[src/hdl/assert_macros.svh]
// Assertion helpers shared by the convolution core RTL.
// Every macro samples on clk and is disabled while arst_n is low.
`ifndef ASSERT_MACROS_SVH
`define ASSERT_MACROS_SVH

// Consequent must hold in the same cycle as the antecedent.
`define ASSERT_IMPLIES(lbl, ante, cons, msg) \
	lbl: assert property (@(posedge clk) disable iff (!arst_n) (ante) |-> (cons)) \
		else $error(msg);

// Expression must never be true out of reset.
`define ASSERT_NEVER(lbl, expr, msg) \
	lbl: assert property (@(posedge clk) disable iff (!arst_n) !(expr)) \
		else $error(msg);

`endif

[src/hdl/v2dc_pkg.sv]
// Shared types, constants and helper functions of the valid-region convolution core.
// No dependencies; every module of the core refers to this package by scoped names.
package v2dc_pkg;

	localparam int KERNEL_MAX_DEF = 4;
	localparam int MAX_WIDTH_DEF  = 1024;
	localparam int COEF_ROWS      = 4;
	localparam int COEF_W         = 16;
	localparam int SAMPLE_W       = 16;
	localparam int PROD_W         = 32;
	localparam int SUM_W          = 36;
	localparam int OUT_COL_W      = 10;
	localparam int OUT_ROW_W      = 12;
	localparam int OUT_TDATA_W    = 64;
	localparam int KSIZE_W        = 3;
	localparam int IWIDTH_W       = 11;
	localparam int CFG_DATA_W     = 64;
	localparam int CFG_INDEX_W    = 3;
	localparam int KSIZE_RESET    = 3;
	localparam int IWIDTH_RESET   = 8;
	localparam int ROW_LIMIT      = 4095;
	localparam int FIFO_DEPTH     = 8;

	typedef logic signed [SAMPLE_W-1:0]             sample_t;
	typedef logic signed [COEF_W-1:0]               coef_t;
	typedef logic signed [SUM_W-1:0]                sum_t;
	typedef logic [OUT_COL_W-1:0]                   ocol_t;
	typedef logic [OUT_ROW_W-1:0]                   orow_t;
	typedef logic [KSIZE_W-1:0]                     ksize_t;
	typedef logic [IWIDTH_W-1:0]                    iwidth_t;
	typedef logic [$clog2(COEF_ROWS)-1:0]           cidx_t;
	typedef logic [COEF_ROWS-1:0][CFG_DATA_W-1:0]   coef_rows_t;
	typedef logic [OUT_TDATA_W-1:0]                 out_tdata_t;

	// Per-item tag that rides along the MAC pipeline.
	typedef struct packed {
		logic  emit;
		ocol_t col;
		orow_t row;
	} meta_t;

	// One result; conv_sum sits in the lowest bits.
	typedef struct packed {
		orow_t row;
		ocol_t col;
		sum_t  sum;
	} out_item_t;

	typedef enum logic [CFG_INDEX_W-1:0] {
		REG_KERNEL_SIZE = 3'd0,
		REG_IMAGE_WIDTH = 3'd1,
		REG_COEF_ROW0   = 3'd2,
		REG_COEF_ROW1   = 3'd3,
		REG_COEF_ROW2   = 3'd4,
		REG_COEF_ROW3   = 3'd5
	} cfg_reg_t;

	// Largest kernel side actually usable: coefficients exist for four rows only.
	function automatic int kw_of(int kmax);
		return (kmax < COEF_ROWS) ? kmax : COEF_ROWS;
	endfunction

	// Width of one line-memory word: all stored previous rows of one column.
	function automatic int line_w(int kmax);
		return ((kw_of(kmax) > 1) ? kw_of(kmax) - 1 : 1) * SAMPLE_W;
	endfunction

endpackage

[src/hdl/v2dc_out_fifo.sv]
// Result queue of the convolution core; decouples the MAC pipeline from the output stream.
// Depends on v2dc_pkg and assert_macros.svh.
`include "assert_macros.svh"

module v2dc_out_fifo (
	input  logic                 clk,
	input  logic                 arst_n,
	input  logic                 push,
	input  v2dc_pkg::out_item_t  item_in,
	input  logic                 pop,
	output logic                 vld,
	output v2dc_pkg::out_item_t  item_out
);

	localparam int DEPTH = v2dc_pkg::FIFO_DEPTH;
	localparam int PW    = $clog2(DEPTH);

	typedef logic [PW-1:0] ptr_t;
	typedef logic [PW:0]   cnt_t;

	v2dc_pkg::out_item_t slot_q [DEPTH];
	ptr_t wr_ptr_q, rd_ptr_q;
	cnt_t cnt_q;
	logic full;
	logic do_pop;

	assign full     = (cnt_q == cnt_t'(DEPTH));
	assign vld      = (cnt_q != '0);
	assign do_pop   = pop && vld;
	assign item_out = slot_q[rd_ptr_q];

	always_ff @(posedge clk) begin
		if (push) begin
			slot_q[wr_ptr_q] <= item_in;
		end
	end

	always_ff @(posedge clk or negedge arst_n) begin
		if (!arst_n) begin
			wr_ptr_q <= '0;
			rd_ptr_q <= '0;
			cnt_q    <= '0;
		end else begin
			if (push) begin
				wr_ptr_q <= wr_ptr_q + ptr_t'(1);
			end
			if (do_pop) begin
				rd_ptr_q <= rd_ptr_q + ptr_t'(1);
			end
			cnt_q <= cnt_q + cnt_t'(push) - cnt_t'(do_pop);
		end
	end

	`ASSERT_NEVER(a_no_push_when_full, push && full, "result pushed into full queue")

endmodule

[config.mk]
export PLATFORM = sky130hd
export DESIGN_NAME = v2dc_out_fifo
export DESIGN_NICKNAME = d
export VERILOG_FILES = /design/src/hdl/v2dc_pkg.sv /design/src/hdl/v2dc_out_fifo.sv
export VERILOG_INCLUDE_DIRS = /design/src /design/src/hdl
export SDC_FILE = /design/constraint.sdc
export NUM_CORES = 1
export LEC_CHECK = 0
export BUFFER_PORTS_ARGS = -buffer_cell sky130_fd_sc_hd__buf_4
export CAP_MARGIN = 25
export CORE_MARGIN = 10
export CORE_UTILIZATION = 40
export DETAILED_ROUTE_END_ITERATION = 8
export GPL_ROUTABILITY_DRIVEN = 0
export MAX_ROUTING_LAYER = met4
export PLACE_DENSITY = 0.55
export SYNTH_ARGS = -nofsm -noshare
export SYNTH_HDL_FRONTEND = slang
export SYNTH_SLANG_ARGS = --single-unit
[constraint.sdc]
create_clock -name clk -period 7 [get_ports clk]
set_input_delay 0.7 -clock clk [delete_from_list [all_inputs] [get_ports clk]]
set_output_delay 0.7 -clock clk [all_outputs]
set_load 0.01 [all_outputs]
==> results.yml, run 1 <==
synthesis:
  synth_top_area_cell: "edfxtp_1"
  ys_warn_count: 0
  syn_area_um2: 17900
  ys_ff_latch: 474
  yosysSeqAreaShare: 0.790
  synth_cell_types: 22
  avgSynthCellArea_um2: 24.8
  synth_edf_count: 464
  synth_ff_type: "edfxtp_1"
  synthTopCellsByArea: "edfxtp_1 78%, mux4_2 15%, mux2_2 3.8%, dfrtp_1 1.4%, ha_1 0.49%"
  async_reset_ff_frac: 0.0211
  synthesis.nets: 795
  yosys.area.top_type_share: 0.776
  netlist_instances: 725
power:
  power.density_nw_per_um2: 427
  ir_worst_vdd_uv: 370
  p_leak_nw: 6.94
  total_power_mw: 9.07
sta:
  slew_headroom: 0.313
  final.setup.tns_ns: 0
  rsz0062_at_grt: "false"
  report.final.slew_viol_count: 0
  hold_viol: 0
  fin_crit_ns: 4.08
  fmax_ghz: 0.245
  tightest_slew_ns: 1.03
  skew_ns: 0.0164
  fin_crit_sh: 0.583
  finalSetupViolations: 0
clock_tree:
  numCtsBuffers: 50
  ctsResizeCount: 0
  clock_path_buffers: 3
  insertion_delay_ns: 0.58
  cts_tree: "built"
  clockRootBuffer: "clkbuf_16"
  cts_sinks: 474
  h-tree-depth: 2
  clkTransAtPathRegs_ns: 0.06
route:
  wl_per_cell_um: 24.0
  firstDrtPassIters: 6
  drc: 0
  final_antenna_net_count: 0
  first_iter_violations: 553
  via_count: 7774
  via_per_inst: 5.13
  wirelength_um: 36400
global_routing:
  grt_start_max_net_pins: 104
  grt_overflow: 0
  antenna_found_initial: 2
  grt_usage: 0.139
  grt_pass1_wl_um: 54000
  grt_pass1_vias: 8421
worst_hold_path:
  hold_depth: 1
  min_path_type: "primary input to flip-flop"
  holdPathEnd: "slot_q[4][10]$_DFFE_PP_"
  hold_start: "item_in[10]"
layout:
  drive_gt1_frac: 0.428
  nets: 951
  multi_input_area_um2: 3600
  layout_commonest_cell: "edfxtp_1"
  areaGrowthSynthToFinish_pct: 18.6
  final_cell_mix: "464 x edfxtp_1, 132 x buf_4, 116 x mux4_2, 60 x mux2_2, 53 x clkbuf_16"
  ff_latch_area_um2: 14200
  nFillCells: 3655
placement:
  hpwl_um: 19200
  io_buffer_count: 120
setup_path:
  r2r_start: "wr_ptr_q[2]$_DFFE_PN0P_"
  regToRegSetupSlack_ns: 4.42
  critPathSlowestCell: "dfrtp_4"
  path_buf_inv: 2
  r2r-end: "slot_q[1][43]$_DFFE_PP_"
  cp-start-kind: "flip-flop"
  path_class: "flip-flop to output port"
  worstPathMaxFanout: 67
  crit_arrival_ns: 3.38
  max_stage_delay_ns: 0.91
  cp_data_required_time_ns: 6.30
  crit_chain: "buf_4, mux4_2, mux2_2, buf_4"
  path_delay_family: "buffers and inverters"
  crit_path_end_kind: "output port"
  r2r_cells: 3
  cp_common_cell: "buf_4"
floorplan:
  row_count: 77
  die_y_um: 232
  dieArea_um2: 53700
  initial_core_util: 0.405
  core-area_um2: 44300
  dieWidth_um: 232
  ios: 121
status:
  status: "complete, no violations"
flow_run:
  cap_viol_max_count: 0
-- how the worst max path moves through the flow --
stage | startpoint | endpoint | slack (ns) | cells after the start
6_report | rd_ptr_q[2]$_DFFE_PN0P_ | item_out[25] | 2.92 | 4
5_1_grt | rd_ptr_q[2]$_DFFE_PN0P_ | item_out[28] | 2.74 | 4
4_1_cts | rd_ptr_q[2]$_DFFE_PN0P_ | item_out[44] | 2.82 | 4
3_5_place_dp | rd_ptr_q[2]$_DFFE_PN0P_ | item_out[39] | 3.47 | 4
3_3_place_gp | rd_ptr_q[2]$_DFFE_PN0P_ | item_out[28] | 3.46 | 4
2_1_floorplan | push | slot_q[0][0]$_DFFE_PP_ | 1.71 | 2
-- synthesized netlist by cell type, types with 2 or more instances --
cell type	count
clkbuf_1	13
nor3_1	2
mux2_2	60
buf_6	4
ha_1	7
nand2_1	4
buf_2	14
edfxtp_1	464
mux4_2	116
xnor2_1	4
inv_1	9
xor2_1	2
dfrtp_1	10
nor2_1	6
nand2b_1	3
-- stage by stage --
stage,worst slack (ns),util,instances,hold slack [ns],cell area (µm²)
CTS,2.82,0.479,1510,0.315,21200
global placement,3.46,0.442,1417,0.545,19600
detailed placement,3.47,0.442,1418,0.549,19600
finish,2.92,0.480,1514,0.352,21300
floorplan,1.71,-,725,0.404,17900
global route,2.74,0.480,1514,0.333,21300
-- where the power goes --
group | total, mW | switching, mW | internal, mW
Combinational | 2.67 | 1.27 | 1.40
Sequential | 3.80 | 0.225 | 3.57
Clock | 2.60 | 1.04 | 1.56
Total | 9.07 | 2.54 | 6.53
-- cells by family (layout without fill, tap and decap cells) --
logic type | count (synthesis) | in the layout | share of synthesized area
AND/OR/NAND/NOR | 17 | 17 | 0.00446
buffers and inverters | 42 | 237 | 0.0123
flip-flops | 474 | 474 | 0.790
other | 0 | 2 | 0
AO/OA/AOI/OAI | 2 | 2 | 0.000697
XOR/XNOR | 6 | 6 | 0.00293
multiplexers | 176 | 176 | 0.183
adder cells (fa/ha/maj) | 8 | 8 | 0.00600
-- state kept, by name, indices dropped and copies added (netlist names) --
name	flops
rd_ptr_q	3
cnt_q	4
wr_ptr_q	3
slot_q	464
-- layout make-up --
type | count | share of cell area
diodes | 2 | 0.000235
clock inverters | 26 | 0.0116
repair buffers | 137 | 0.0512
inverters | 9 | 0.00159
clock buffers | 65 | 0.0645
multi-input cells | 209 | 0.169
well taps | 592 | 0.0348
flip-flops and latches | 474 | 0.667
-- timing repair --
action                                 in CTS  in global routing
setup buffers                               0                  0
hold buffers                                1                  0
endpoints found under the hold margin      10                  0
-- routing by layer --
layer  track usage  wire [µm]  part of all wire  vias up
met2         0.211      17300              0.47      151
met5             -          0                 0        -
met4        0.0433        657             0.018        0
li1              -          -                 -     3400
met3        0.0349       2000             0.055       52
met1         0.183      16500              0.45     4171
(Power assumes the default switching activity.)
==> run 2: changes to the inputs <==
- clock period: 7 -> 3.78 ns (I/O delays scaled with it)
==> results.yml, run 2 (same netlist as run 1, synthesis figures left out) <==
sta:
  finalSetupViolations: 0
  report.final.slew_viol_count: 0
  fmax_ghz: 0.318
  hold_viol: 0
  fin_crit_ns: 3.14
  setup_ws_ns: 0.639
  fin_crit_sh: 0.831
  rsz0062_at_grt: "false"
  tightest_slew_ns: 0.713
  final.setup.tns_ns: 0
  slew_headroom: 0.523
  skew_ns: 0.0128
setup_path:
  regToRegSetupSlack_ns: 1.30
  crit_chain: "buf_12, buf_12, mux4_2, mux2_2, buf_4"
  r2r-end: "cnt_q[2]$_DFF_PN0_"
  max_stage_delay_ns: 0.70
  crit_path_end_kind: "output port"
  r2r_cells: 11
  path_buf_inv: 3
  cp_common_cell: "buf_12"
  critPathSlowestCell: "dfrtp_4"
  path_class: "flip-flop to output port"
  worstPathMaxFanout: 29
  cp-start-kind: "flip-flop"
  cp_data_required_time_ns: 3.40
  r2r_start: "cnt_q[2]$_DFF_PN0_"
  path_delay_family: "multiplexers"
  crit_arrival_ns: 2.76
layout:
  largest_reg_flops: 464
  areaGrowthSynthToFinish_pct: 19.4
  nFillCells: 3629
  layout_commonest_cell: "edfxtp_1"
  final_cell_mix: "464 x edfxtp_1, 133 x buf_4, 116 x mux4_2, 60 x mux2_2, 49 x clkbuf_16"
  fin_cells: 1518
  drive_gt1_frac: 0.432
  final_util: 0.483
  nets: 957
  largest_register: "slot_q"
  reg_top3: "slot_q x464, cnt_q x4"
clock_tree:
  clkTransAtPathRegs_ns: 0.06
  cts_sinks: 474
  clock_path_buffers: 3
  h-tree-depth: 2
  insertion_delay_ns: 0.57
  ctsResizeCount: 0
  numCtsBuffers: 49
  clockRootBuffer: "clkbuf_16"
  cts_tree: "built"
route:
  wirelength_um: 36400
  firstDrtPassIters: 6
  via_count: 7751
  drc: 0
  first_iter_violations: 607
  final_antenna_net_count: 0
  via_per_inst: 5.11
  wl_per_cell_um: 24.0
floorplan:
  dieArea_um2: 53700
  die_y_um: 232
  initial_core_util: 0.405
  core-area_um2: 44300
  dieWidth_um: 232
  ios: 121
  row_count: 77
power:
  ir_worst_vdd_uv: 532
  p_int_mw: 12.3
  switchingPower_mw: 4.70
  pwr-share-clk: 0.289
  total_power_mw: 17.0
  power_frac_seq: 0.410
  swShare: 0.276
  comb_power_share: 0.301
  power.density_nw_per_um2: 795
  p_leak_nw: 7.00
global_routing:
  grt_usage: 0.140
  grt_pass1_vias: 8480
  antenna_found_initial: 4
  grt_pass1_wl_um: 54300
  grt_overflow: 0
  grt_start_max_net_pins: 59
placement:
  pre_cts_slack_ns: 1.17
  io_buffer_count: 120
  hpwl_um: 19600
  placed_cells: 1426
worst_hold_path:
  holdPathEnd: "slot_q[2][13]$_DFFE_PP_"
  hold_depth: 1
  hold_start: "item_in[13]"
  min_path_type: "primary input to flip-flop"
status:
  status: "complete, no violations"
flow_run:
  cap_viol_max_count: 0
run 2: how the worst max path moves through the flow:
stage                                   to  cells after the start               startpoint
floorplan           slot_q[1][0]$_DFFE_PP_                      2  wr_ptr_q[2]$_DFFE_PN0P_
global placement              item_out[25]                      5  rd_ptr_q[0]$_DFFE_PN0P_
detailed placement            item_out[25]                      5  rd_ptr_q[0]$_DFFE_PN0P_
CTS                           item_out[25]                      5  rd_ptr_q[0]$_DFFE_PN0P_
global route                   item_out[6]                      5  rd_ptr_q[0]$_DFFE_PN0P_
finish                        item_out[25]                      5  rd_ptr_q[0]$_DFFE_PN0P_
run 2: timing repair:
action,in CTS,in global routing
setup endpoints to repair,0,0
endpoints found under the hold margin,11,0
hold buffers,2,0
setup buffers,0,0
run 2: area by class of cell:
class	count	area, µm²	share of cell area
diodes	5	12.5	0.000584
clock buffers	54	1240	0.0581
clock inverters	31	393	0.0183
inverters	9	33.8	0.00158
multi-input cells	209	3610	0.168
flip-flops and latches	474	14200	0.662
well taps	592	741	0.0346
repair buffers	144	1200	0.0559
run 2: per-stage QoR:
step / area, µm² / hold slack, ns
6_report: 21400 / 0.0400
5_1_grt: 21400 / 0.0224
4_1_cts: 21400 / 0.00453
3_5_place_dp: 19800 / 0.220
3_3_place_gp: 19800 / 0.219
2_1_floorplan: 18000 / 0.0824
run 2: power by group through the flow:
stage | registers [mW] | clock network (mW) | logic [mW]
after global routing | 7.06 | 5.28 | 5.57
after global placement | 7.08 | 0 | 5.31
after detailed placement | 7.11 | 0 | 5.32
after CTS | 7.00 | 5.07 | 5.34
final | 6.98 | 4.93 | 5.14
after floorplan | 6.89 | 0 | 3.40
run 2: routing by layer:
layer  vias up  routed length [µm]  GRT usage  part of all wire
met4         0                 694     0.0443             0.019
met3        50                1770     0.0319             0.049
met2       154               17500      0.213              0.48
met1      4139               16400      0.185              0.45
li1       3408                   -          -                 -
met5         -                   0          -                 0
